File: config.mk
export PLATFORM = sky130hd
export DESIGN_NAME = byte_stream_tokenizer_core
export DESIGN_NICKNAME = d
export VERILOG_FILES = /design/src/rtl/bst_pkg.sv /design/src/rtl/bst_step.sv /design/src/rtl/byte_stream_tokenizer_core.sv
export SDC_FILE = /design/constraint.sdc
export NUM_CORES = 1
export LEC_CHECK = 0
export BUFFER_PORTS_ARGS = -buffer_cell sky130_fd_sc_hd__buf_2
export CAP_MARGIN = 10
export CELL_PAD_IN_SITES_DETAIL_PLACEMENT = 0
export CELL_PAD_IN_SITES_GLOBAL_PLACEMENT = 2
export CORE_MARGIN = 2
export CORE_UTILIZATION = 35
export DETAILED_ROUTE_END_ITERATION = 10
export HOLD_SLACK_MARGIN = 0.15
export PLACE_DENSITY = 0.73
export SYNTH_ARGS = -nofsm -noshare
export SYNTH_HDL_FRONTEND = slang
export SYNTH_SLANG_ARGS = --single-unit
File: constraint.sdc
create_clock -name clk -period 8.47 [get_ports clk]
set_clock_uncertainty 0.05 [all_clocks]
set_input_delay 1.2705 -clock clk [delete_from_list [all_inputs] [get_ports clk]]
set_output_delay 1.2705 -clock clk [all_outputs]
set_load 0.02 [all_outputs]
File: src/rtl/bst_pkg.sv
// Package for the byte stream tokenizer: scan modes, token kinds, error codes
// and the result record shared by the step logic and the top level.
// Depends on nothing.
`timescale 1ns / 1ps
`default_nettype none

package bst_pkg;

  localparam int NUM_W = 31;
  localparam logic [NUM_W-1:0] NUM_MAX = {NUM_W{1'b1}};

  typedef enum logic [9:0] {
    M_IDLE    = 10'b00_0000_0001,
    M_NUM     = 10'b00_0000_0010,
    M_IDENT   = 10'b00_0000_0100,
    M_STR     = 10'b00_0000_1000,
    M_P_MINUS = 10'b00_0001_0000,
    M_P_EQ    = 10'b00_0010_0000,
    M_P_LT    = 10'b00_0100_0000,
    M_P_GT    = 10'b00_1000_0000,
    M_P_BANG  = 10'b01_0000_0000,
    M_HALT    = 10'b10_0000_0000
  } mode_t;

  typedef enum logic [4:0] {
    K_TEXT    = 5'd0,
    K_STREND  = 5'd1,
    K_NUM     = 5'd2,
    K_PLUS    = 5'd3,
    K_MINUS   = 5'd4,
    K_STAR    = 5'd5,
    K_SLASH   = 5'd6,
    K_PERCENT = 5'd7,
    K_EQUAL   = 5'd8,
    K_LESS    = 5'd9,
    K_MORE    = 5'd10,
    K_BANG    = 5'd11,
    K_COMMA   = 5'd12,
    K_PIPE    = 5'd13,
    K_DOLLAR  = 5'd14,
    K_ARROW   = 5'd15,
    K_DBMORE  = 5'd16,
    K_DBEQUAL = 5'd17,
    K_BANGEQ  = 5'd18,
    K_LESSEQ  = 5'd19,
    K_MOREEQ  = 5'd20,
    K_LPAREN  = 5'd21,
    K_RPAREN  = 5'd22,
    K_LBRACE  = 5'd23,
    K_RBRACE  = 5'd24,
    K_SEMI    = 5'd25,
    K_EOF     = 5'd26,
    K_ERROR   = 5'd27
  } kind_t;

  typedef enum logic [1:0] {
    ERR_NONE    = 2'd0,
    ERR_UNKNOWN = 2'd1,
    ERR_UNTERM  = 2'd2
  } err_t;

  typedef struct packed {
    kind_t            kind;
    logic [NUM_W-1:0] num;
    logic [7:0]       txt;
    err_t             err;
    logic             last;
  } result_t;

  typedef struct packed {
    logic [1:0]       n;
    result_t          r0;
    result_t          r1;
    mode_t            mode;
    logic [NUM_W-1:0] acc;
  } step_t;

endpackage

`default_nettype wire

File: src/rtl/bst_step.sv
// Combinational step of the tokenizer: one source byte and the current scan
// state give the next state and up to two results.
// Depends on bst_pkg.
`timescale 1ns / 1ps
`default_nettype none

module bst_step (
  input  var bst_pkg::mode_t             mode,
  input  var logic [bst_pkg::NUM_W-1:0]  acc,
  input  var logic [7:0]                 c,
  output bst_pkg::step_t                 step
);
  import bst_pkg::*;

  typedef struct packed {
    logic             emit;
    result_t          res;
    mode_t            mode;
    logic [NUM_W-1:0] acc;
  } idle_t;

  function automatic result_t mk(kind_t k, logic [7:0] t, err_t e);
    result_t r;
    r.kind = k;
    r.num  = '0;
    r.txt  = t;
    r.err  = e;
    r.last = 1'b0;
    return r;
  endfunction

  function automatic logic is_digit(logic [7:0] b);
    return (b >= "0") && (b <= "9");
  endfunction

  function automatic logic is_alpha(logic [7:0] b);
    return ((b >= "a") && (b <= "z")) || ((b >= "A") && (b <= "Z"));
  endfunction

  function automatic idle_t idle_fn(logic [7:0] b);
    idle_t o;
    logic [7:0] d;
    d      = b - 8'h30;
    o.emit = 1'b1;
    o.res  = mk(K_EOF, 8'h00, ERR_NONE);
    o.mode = M_IDLE;
    o.acc  = '0;
    if ((b == " ") || ((b >= 8'd9) && (b <= 8'd13))) begin
      o.emit = 1'b0;
    end else if (is_digit(b)) begin
      o.emit = 1'b0;
      o.mode = M_NUM;
      o.acc  = NUM_W'(d[3:0]);
    end else if (is_alpha(b)) begin
      o.mode = M_IDENT;
      o.res  = mk(K_TEXT, b, ERR_NONE);
    end else begin
      case (b)
        "\"": begin o.emit = 1'b0; o.mode = M_STR; end
        "-": begin o.emit = 1'b0; o.mode = M_P_MINUS; end
        "=": begin o.emit = 1'b0; o.mode = M_P_EQ; end
        "<": begin o.emit = 1'b0; o.mode = M_P_LT; end
        ">": begin o.emit = 1'b0; o.mode = M_P_GT; end
        "!": begin o.emit = 1'b0; o.mode = M_P_BANG; end
        "+": o.res = mk(K_PLUS, 8'h00, ERR_NONE);
        "*": o.res = mk(K_STAR, 8'h00, ERR_NONE);
        "/": o.res = mk(K_SLASH, 8'h00, ERR_NONE);
        "%": o.res = mk(K_PERCENT, 8'h00, ERR_NONE);
        ",": o.res = mk(K_COMMA, 8'h00, ERR_NONE);
        "|": o.res = mk(K_PIPE, 8'h00, ERR_NONE);
        "$": o.res = mk(K_DOLLAR, 8'h00, ERR_NONE);
        "(": o.res = mk(K_LPAREN, 8'h00, ERR_NONE);
        ")": o.res = mk(K_RPAREN, 8'h00, ERR_NONE);
        "{": o.res = mk(K_LBRACE, 8'h00, ERR_NONE);
        "}": o.res = mk(K_RBRACE, 8'h00, ERR_NONE);
        ";": o.res = mk(K_SEMI, 8'h00, ERR_NONE);
        8'h00: o.res = mk(K_EOF, 8'h00, ERR_NONE);
        default: begin
          o.mode = M_HALT;
          o.res  = mk(K_ERROR, 8'h00, ERR_UNKNOWN);
        end
      endcase
    end
    return o;
  endfunction

  idle_t            id;
  logic [7:0]       dig;
  logic [NUM_W+3:0] prod;
  logic             pend;
  kind_t            single;
  kind_t            pair;
  logic             has_pair;
  result_t          num_res;

  assign id  = idle_fn(c);
  assign dig = c - 8'h30;
  assign prod = ({4'b0, acc} << 3) + ({4'b0, acc} << 1) + (NUM_W + 4)'(dig[3:0]);

  always_comb begin
    num_res     = mk(K_NUM, 8'h00, ERR_NONE);
    num_res.num = acc;
  end

  always_comb begin
    pend     = 1'b0;
    single   = K_MINUS;
    pair     = K_ARROW;
    has_pair = 1'b0;
    step.n    = 2'd0;
    step.r0   = mk(K_TEXT, 8'h00, ERR_NONE);
    step.r1   = mk(K_TEXT, 8'h00, ERR_NONE);
    step.mode = mode;
    step.acc  = acc;
    unique case (mode)
      M_HALT: begin
      end
      M_NUM: begin
        if (is_digit(c)) begin
          step.acc = (prod > {4'b0, NUM_MAX}) ? NUM_MAX : prod[NUM_W-1:0];
        end else begin
          step.r0   = num_res;
          step.r1   = id.res;
          step.mode = id.mode;
          step.acc  = id.acc;
          step.n    = id.emit ? 2'd2 : 2'd1;
        end
      end
      M_IDENT: begin
        if (is_alpha(c) || is_digit(c)) begin
          step.r0 = mk(K_TEXT, c, ERR_NONE);
          step.n  = 2'd1;
        end else begin
          step.r0   = mk(K_STREND, 8'h00, ERR_NONE);
          step.r1   = id.res;
          step.mode = id.mode;
          step.acc  = id.acc;
          step.n    = id.emit ? 2'd2 : 2'd1;
        end
      end
      M_STR: begin
        step.n = 2'd1;
        if (c == "\"") begin
          step.r0   = mk(K_STREND, 8'h00, ERR_NONE);
          step.mode = M_IDLE;
        end else if (c == 8'h00) begin
          step.r0   = mk(K_ERROR, 8'h00, ERR_UNTERM);
          step.mode = M_HALT;
        end else begin
          step.r0 = mk(K_TEXT, c, ERR_NONE);
        end
      end
      M_P_MINUS: begin
        pend = 1'b1; single = K_MINUS;
        pair = K_ARROW; has_pair = (c == ">");
      end
      M_P_EQ: begin
        pend = 1'b1; single = K_EQUAL;
        pair = K_DBEQUAL; has_pair = (c == "=");
      end
      M_P_LT: begin
        pend = 1'b1; single = K_LESS;
        pair = K_LESSEQ; has_pair = (c == "=");
      end
      M_P_GT: begin
        pend = 1'b1; single = K_MORE;
        pair = (c == ">") ? K_DBMORE : K_MOREEQ;
        has_pair = (c == "=") || (c == ">");
      end
      M_P_BANG: begin
        pend = 1'b1; single = K_BANG;
        pair = K_BANGEQ; has_pair = (c == "=");
      end
      default: begin
        step.r0   = id.res;
        step.mode = id.mode;
        step.acc  = id.acc;
        step.n    = id.emit ? 2'd1 : 2'd0;
      end
    endcase
    if (pend) begin
      if (has_pair) begin
        step.r0   = mk(pair, 8'h00, ERR_NONE);
        step.mode = M_IDLE;
        step.n    = 2'd1;
      end else begin
        step.r0   = mk(single, 8'h00, ERR_NONE);
        step.r1   = id.res;
        step.mode = id.mode;
        step.acc  = id.acc;
        step.n    = id.emit ? 2'd2 : 2'd1;
      end
    end
    if (step.n == 2'd1) begin
      step.r0.last = 1'b1;
    end
    if (step.n == 2'd2) begin
      step.r1.last = 1'b1;
    end
  end

endmodule

`default_nettype wire

File: src/rtl/byte_stream_tokenizer_core.sv
// Top level of the byte stream tokenizer: input register, scan state,
// four-entry result queue and the two valid/stall channels.
// Depends on bst_pkg and bst_step.
`timescale 1ns / 1ps
`default_nettype none

// The tokenizer takes one source byte per cycle and gives zero, one or two
// result transactions for it, one result per cycle on the output side. A
// byte waits in the input register, where it updates the scan state
// and writes its results into a four-entry queue, from which the output
// reads them in order. A byte moves on only while the queue, after this
// cycle's read, holds at most two entries, so the input runs at one byte
// per cycle as long as the output is not stalled and bytes give at most
// one result each; a run of bytes that each give two results is held to
// the output rate of one result per cycle. After an unknown byte or an
// unterminated string the block reports an error and drops all further
// input until reset.
module byte_stream_tokenizer_core (
  input  var logic                      clk,
  input  var logic                      rst,
  input  var logic                      src_valid,
  output logic                          src_stall,
  input  var logic [7:0]                source_byte,
  output logic                          tok_valid,
  input  var logic                      tok_stall,
  output logic [4:0]                    token_kind,
  output logic [bst_pkg::NUM_W-1:0]     number_value,
  output logic [7:0]                    text_byte,
  output logic [1:0]                    error_code,
  output logic                          last
);
  import bst_pkg::*;

  logic             in_full;
  logic [7:0]       in_byte;
  mode_t            mode;
  logic [NUM_W-1:0] acc;
  step_t            step;
  result_t          queue [4];
  logic [1:0]       wr_ptr;
  logic [1:0]       rd_ptr;
  logic [2:0]       count;
  logic [2:0]       count_next;
  logic [2:0]       after_pop;
  logic             pop;
  logic             fire;
  logic             accept;
  logic [1:0]       push_n;
  result_t          head;

  bst_step u_step (
    .mode (mode),
    .acc  (acc),
    .c    (in_byte),
    .step (step)
  );

  assign pop        = tok_valid && !tok_stall;
  assign after_pop  = count - {2'b0, pop};
  assign fire       = in_full && (after_pop <= 3'd2);
  assign src_stall  = in_full && !fire;
  assign accept     = src_valid && !src_stall;
  assign push_n     = fire ? step.n : 2'd0;
  assign count_next = after_pop + {1'b0, push_n};

  always_ff @(posedge clk) begin
    if (rst) begin
      in_full <= 1'b0;
      mode    <= M_IDLE;
      acc     <= '0;
      wr_ptr  <= '0;
      rd_ptr  <= '0;
      count   <= '0;
    end else begin
      if (accept) begin
        in_full <= 1'b1;
      end else if (fire) begin
        in_full <= 1'b0;
      end
      if (fire) begin
        mode <= step.mode;
        acc  <= step.acc;
      end
      wr_ptr <= wr_ptr + push_n;
      rd_ptr <= rd_ptr + {1'b0, pop};
      count  <= count_next;
    end
  end

  always_ff @(posedge clk) begin
    if (accept) begin
      in_byte <= source_byte;
    end
    if (push_n != 2'd0) begin
      queue[wr_ptr] <= step.r0;
    end
    if (push_n == 2'd2) begin
      queue[wr_ptr + 2'd1] <= step.r1;
    end
  end

  assign head         = queue[rd_ptr];
  assign tok_valid    = (count != 3'd0);
  assign token_kind   = head.kind;
  assign number_value = head.num;
  assign text_byte    = head.txt;
  assign error_code   = head.err;
  assign last         = head.last;

`ifndef SYNTHESIS
  a_count_bound: assert property (@(posedge clk) disable iff (rst)
    count <= 3'd4)
    else $error("result queue holds more than four entries");

  a_no_overflow: assert property (@(posedge clk) disable iff (rst)
    fire |-> count_next <= 3'd4)
    else $error("result queue written beyond its depth");

  a_last_mark: assert property (@(posedge clk) disable iff (rst)
    (fire && step.n == 2'd2) |-> (!step.r0.last && step.r1.last))
    else $error("only the second result of a byte may carry last");

  a_halt_sticky: assert property (@(posedge clk) disable iff (rst)
    mode == M_HALT |=> mode == M_HALT)
    else $error("halted scanner left the halted mode without reset");

  a_halt_silent: assert property (@(posedge clk) disable iff (rst)
    (fire && mode == M_HALT) |-> step.n == 2'd0)
    else $error("halted scanner produced a result");
`endif

endmodule

`default_nettype wire
==> results by group <==
GRT
  • GR met2 Demand/Resource: 0.321
  • Global-route wire length before repair: 65.5 mm
  • Global routing's busiest layer: met2
  • Global router's overall resource usage: 0.201
  • Met1 usage: 0.285
  • Pin count of the biggest net entering global routing: 73
  • Met3 track demand over resource: 0.0241
  • Antenna violations before repair: 0
  • Grt total ovfl: 0
  • Number of global-route vias before repair: 11,062

Floorplanning
  • # rows: 73
  • Core region area: 0.0395 mm²
  • Die outline height: 204 µm
  • Horiz. Die Dim: 204 µm
  • Initial core utilization: 0.353
  • Die Area: 0.0415 mm²
  • Number of top-level pins: 61

Synth
  • Cell count after synthesis: 1,466
  • YS warnings: 0
  • Post-Synth Adder-Cell Area: 0.0643
  • EDFF count, synth: 68
  • Post-synthesis area per instance: 9.53 µm²
  • Leading register cell type out of synthesis: sky130_fd_sc_hd__dfxtp_1
  • Dominant combinational cell family by area after synthesis: simple AND/OR/NAND/NOR gates
  • Area contributors post-synth: sky130_fd_sc_hd__dfxtp_1 25%, sky130_fd_sc_hd__edfxtp_1 15%, sky130_fd_sc_hd__mux4_2 7.6%
  • Share of synthesized area spent on multiplexers: 0.122
  • Synth async-reset ratio: 0
  • Post-synthesis cell area: 0.0140 mm²
  • Synthesized-area fraction occupied by ao, oa, aoi and oai cells: 0.158
  • Area share of the leading cell type in the synthesized netlist: 0.254
  • Flop and latch count out of synthesis: 245
  • Synth Area in XOR/XNOR: 0.0238
  • Mapped Nets: 1,548
  • Post-Synth Simple-Gate Area: 0.184
  • Library cells used by synthesis: 90
  • Part of the Yosys area used for sequential elements: 0.400
  • Area leader, netlist: sky130_fd_sc_hd__dfxtp_1

Power and ir drop
  • Power density relative to cell area: 208 mW/mm²
  • Switching component of the power: 1.03 mW
  • Total design power: 3.22 mW
  • Cell leakage power: 6.31 nW
  • Pint: 2.20 mW
  • Worst IR drop on VDD: 0.147 mV
  • Part of the total power dissipated in the clock network: 0.380
  • Power share of the sequential group: 0.418
  • Switching share of total power: 0.318
  • Combinational share of power: 0.202

Layout
  • Number of nets in the final layout: 1,548
  • Area Growth Syn to Fin: 11.1%
  • Total of fill cells in the finished design: 4,004
  • Register cell area after layout: 0.00559 mm²
  • Layout cells sized above 1: 0.145
  • Final design instance area without fill: 0.0155 mm²
  • Diode count: 0
  • Combined area of the multi-input logic cells: 0.00777 mm²
  • Number of non-filler instances in the completed layout: 2,013
  • Final standard cell utilization of the core: 0.392

Detailed routing
  • Number of DRC violations after detailed-routing iteration 0: 724
  • Via count: 11,236
  • WL/cell: 20.5 µm
  • Via-per-instance ratio: 5.58
  • Number of remaining DRC errors: 0
  • Post-detailed-route count of antenna-violating nets: 0
  • Number of optimization iterations in the first detailed-route pass: 5
  • Total wirelength of the detailed-routed design: 41.3 mm

Timing
  • Fmax: 205 MHz
  • Final worst path period share: 0.575
  • Final period demand of the worst path: 4.87 ns
  • Worst slew margin relative to its limit: 0.314
  • Transition time at the pin with the least slew margin: 1.02 ns
  • Final-report max-slew violation count: 0
  • Fin worst setup slack: 3.60 ns
  • Count of final hold-check violations: 0
  • RSZ-0062 raised after global routing: false
  • Sum of negative setup slack: 0 ns
  • Post-Route Hold Slack: 0.403 ns
  • Setup Viol. Count Final: 0

Clocking
  • Maximum level of the CTS H-tree: 1
  • Cts-stage hold buffer count: 0
  • Maximum buffer depth of the clock tree: 3
  • Number of buffers inserted by post-CTS setup repair: 0
  • TritonCTS buffer count: 29
  • Clock tree from TritonCTS: yes
  • Cell at the root of the clock tree: sky130_fd_sc_hd__clkbuf_16
  • CTS clk-pin slew, worst paths: 0.06 ns
  • Clock latency on the worst-skew pair: 0.59 ns
  • Number of clock sinks: 245
  • # resized after CTS: 0

Placement
  • Final weighted congestion in routability-driven placement: 0.794
  • Area after DPL: 0.0146 mm²
  • Inst Count DP: 1,960
  • Port buffer count: 60
  • Half-perimeter wire length after placement: 27.6 mm
  • Dpl ws: 3.08 ns

Critical path
  • Crit path arrival time: 4.97 ns
  • First element of the critical path: in_byte[5]$_DFFE_PP_
  • Capturing element of the worst setup path: queue[2][4]$_DFFE_PP_
  • Crit-path slowest cell: sky130_fd_sc_hd__edfxtp_1
  • Crit Reg-Reg Startpoint: in_byte[5]$_DFFE_PP_
  • Crit path kind: register to register
  • Setup slack on the worst flop-to-flop path: 3.60 ns
  • Largest driver fanout on the critical path: 42
  • Worst flop-to-flop path endpoint: queue[2][4]$_DFFE_PP_
  • CP required: 8.57 ns
  • Critical Path Sink Type: register
  • CP peak stage delay: 0.83 ns
  • Number of cells on the critical path: 9
  • Worst Setup Start Kind: register
  • Category of cells accounting for the largest share of critical-path delay: simple AND/OR/NAND/NOR gates
  • Critical path cell sequence: and4bb_2 > nand3_1 > and3b_1 > o32a_1 > a311o_1 > inv_1 > o21ai_4 > buf_4 > nand2_1
  • Buffers and inverters on the worst path: 2
  • Cell count of the worst reg-to-reg path: 9

Status
  • Run status: completed

Job
  • Max-cap violations: 0

Worst hold path
  • Hold Crit Class: register to register
  • Hold depth: 2
-- cells in the mapped netlist, drive strengths merged (16+ instances only) --
cell type,instances
a21o,16
buf,50
edfxtp,68
o22ai,33
mux4,47
a21oi,84
clkbuf,61
nand3,85
and2,16
nand2,225
nor2,72
ha,67
inv,28
nor3,30
a22oi,22
dfxtp,177
mux2i,64
xnor2,27
o21ai,73
-- layout by cell type (no fill, tap or decap), drive strengths merged, types with 5 or more instances in the layout --
master,Yosys,routed
nand2,225,225
dfxtp,177,177
nand3,85,85
a21oi,84,84
buf,50,80
o21ai,73,73
nor2,72,72
edfxtp,68,68
ha,67,67
mux2i,64,64
mux4,47,47
clkbuf,61,41
o22ai,33,33
inv,28,31
nor3,30,30
xnor2,27,27
a22oi,22,22
a21o,16,16
and2,16,16
and3,14,14
o211ai,14,14
nor4,14,14
nor2b,13,13
nand2b,13,13
a211oi,13,13
xor2,11,11
or3,11,11
nand4,9,9
o21a,8,8
a31oi,7,7
o31ai,7,7
clkinv,0,7
a32oi,6,6
a31o,6,6
or4,6,6
o32ai,5,5
a2111oi,5,5
-- worst register-to-register path, cell delays in order (launching register included) --
cell and delay, ns:
sky130_fd_sc_hd__edfxtp_1 0.83, sky130_fd_sc_hd__and4bb_2 0.48, sky130_fd_sc_hd__nand3_1 0.15, sky130_fd_sc_hd__and3b_1 0.25, sky130_fd_sc_hd__o32a_1 0.47, sky130_fd_sc_hd__a311o_1 0.49, sky130_fd_sc_hd__inv_1 0.21, sky130_fd_sc_hd__o21ai_4 0.17
sky130_fd_sc_hd__buf_4 0.66, sky130_fd_sc_hd__nand2_1 0.69
-- logic make-up after synthesis --
kind of cell             Yosys count
AO/OA/AOI/OAI                    334
XOR/XNOR                          38
adder cells (fa/ha/maj)           70
buffers and inverters            139
flip-flops                       245
multiplexers                     111
AND/OR/NAND/NOR                  529
-- layout make-up --
type                    instances  area share
clock buffers                  41      0.0550
inverters                      28     0.00678
flip-flops and latches        245       0.360
multi-input cells            1082       0.501
well taps                     525      0.0423
repair buffers                 80      0.0290
clock inverters                12     0.00565
-- sequential cells by signal (all words and copies together), names as in the netlist --
| register | flops |
|---|---|
| mode | 10 |
| rd_ptr | 2 |
| in_full | 1 |
| wr_ptr | 2 |
| count | 3 |
| queue | 188 |
| acc | 31 |
| in_byte | 8 |
-- routing by layer --
layer,part of all wire,vias up
li1,-,5430
met1,0.48,5504
met2,0.46,247
met3,0.044,55
met4,0.024,0
met5,0,-
-- worst min path at each step --
stage                                     end                      start
detailed placement  queue[0][31]$_SDFFE_PP0P_  queue[0][31]$_SDFFE_PP0P_
global placement    queue[0][26]$_SDFFE_PP0P_  queue[0][26]$_SDFFE_PP0P_
finish              queue[0][34]$_SDFFE_PP0P_  queue[0][34]$_SDFFE_PP0P_
floorplan            queue[0][2]$_SDFFE_PP0P_   queue[0][2]$_SDFFE_PP0P_
CTS                 queue[0][31]$_SDFFE_PP0P_  queue[0][31]$_SDFFE_PP0P_
global route         queue[3][2]$_SDFFE_PP0P_   queue[3][2]$_SDFFE_PP0P_
-- power groups by stage --
| stage | combinational, mW | sequential, mW | clock [mW] |
|---|---|---|---|
| final | 0.650 | 1.35 | 1.23 |
| after global routing | 0.702 | 1.36 | 1.30 |
| after CTS | 0.657 | 1.35 | 1.25 |
| after detailed placement | 0.655 | 1.38 | 0 |
| after global placement | 0.656 | 1.37 | 0 |
| after floorplan | 0.517 | 1.30 | 0 |
Note: power is estimated with default switching activity, not from simulation.
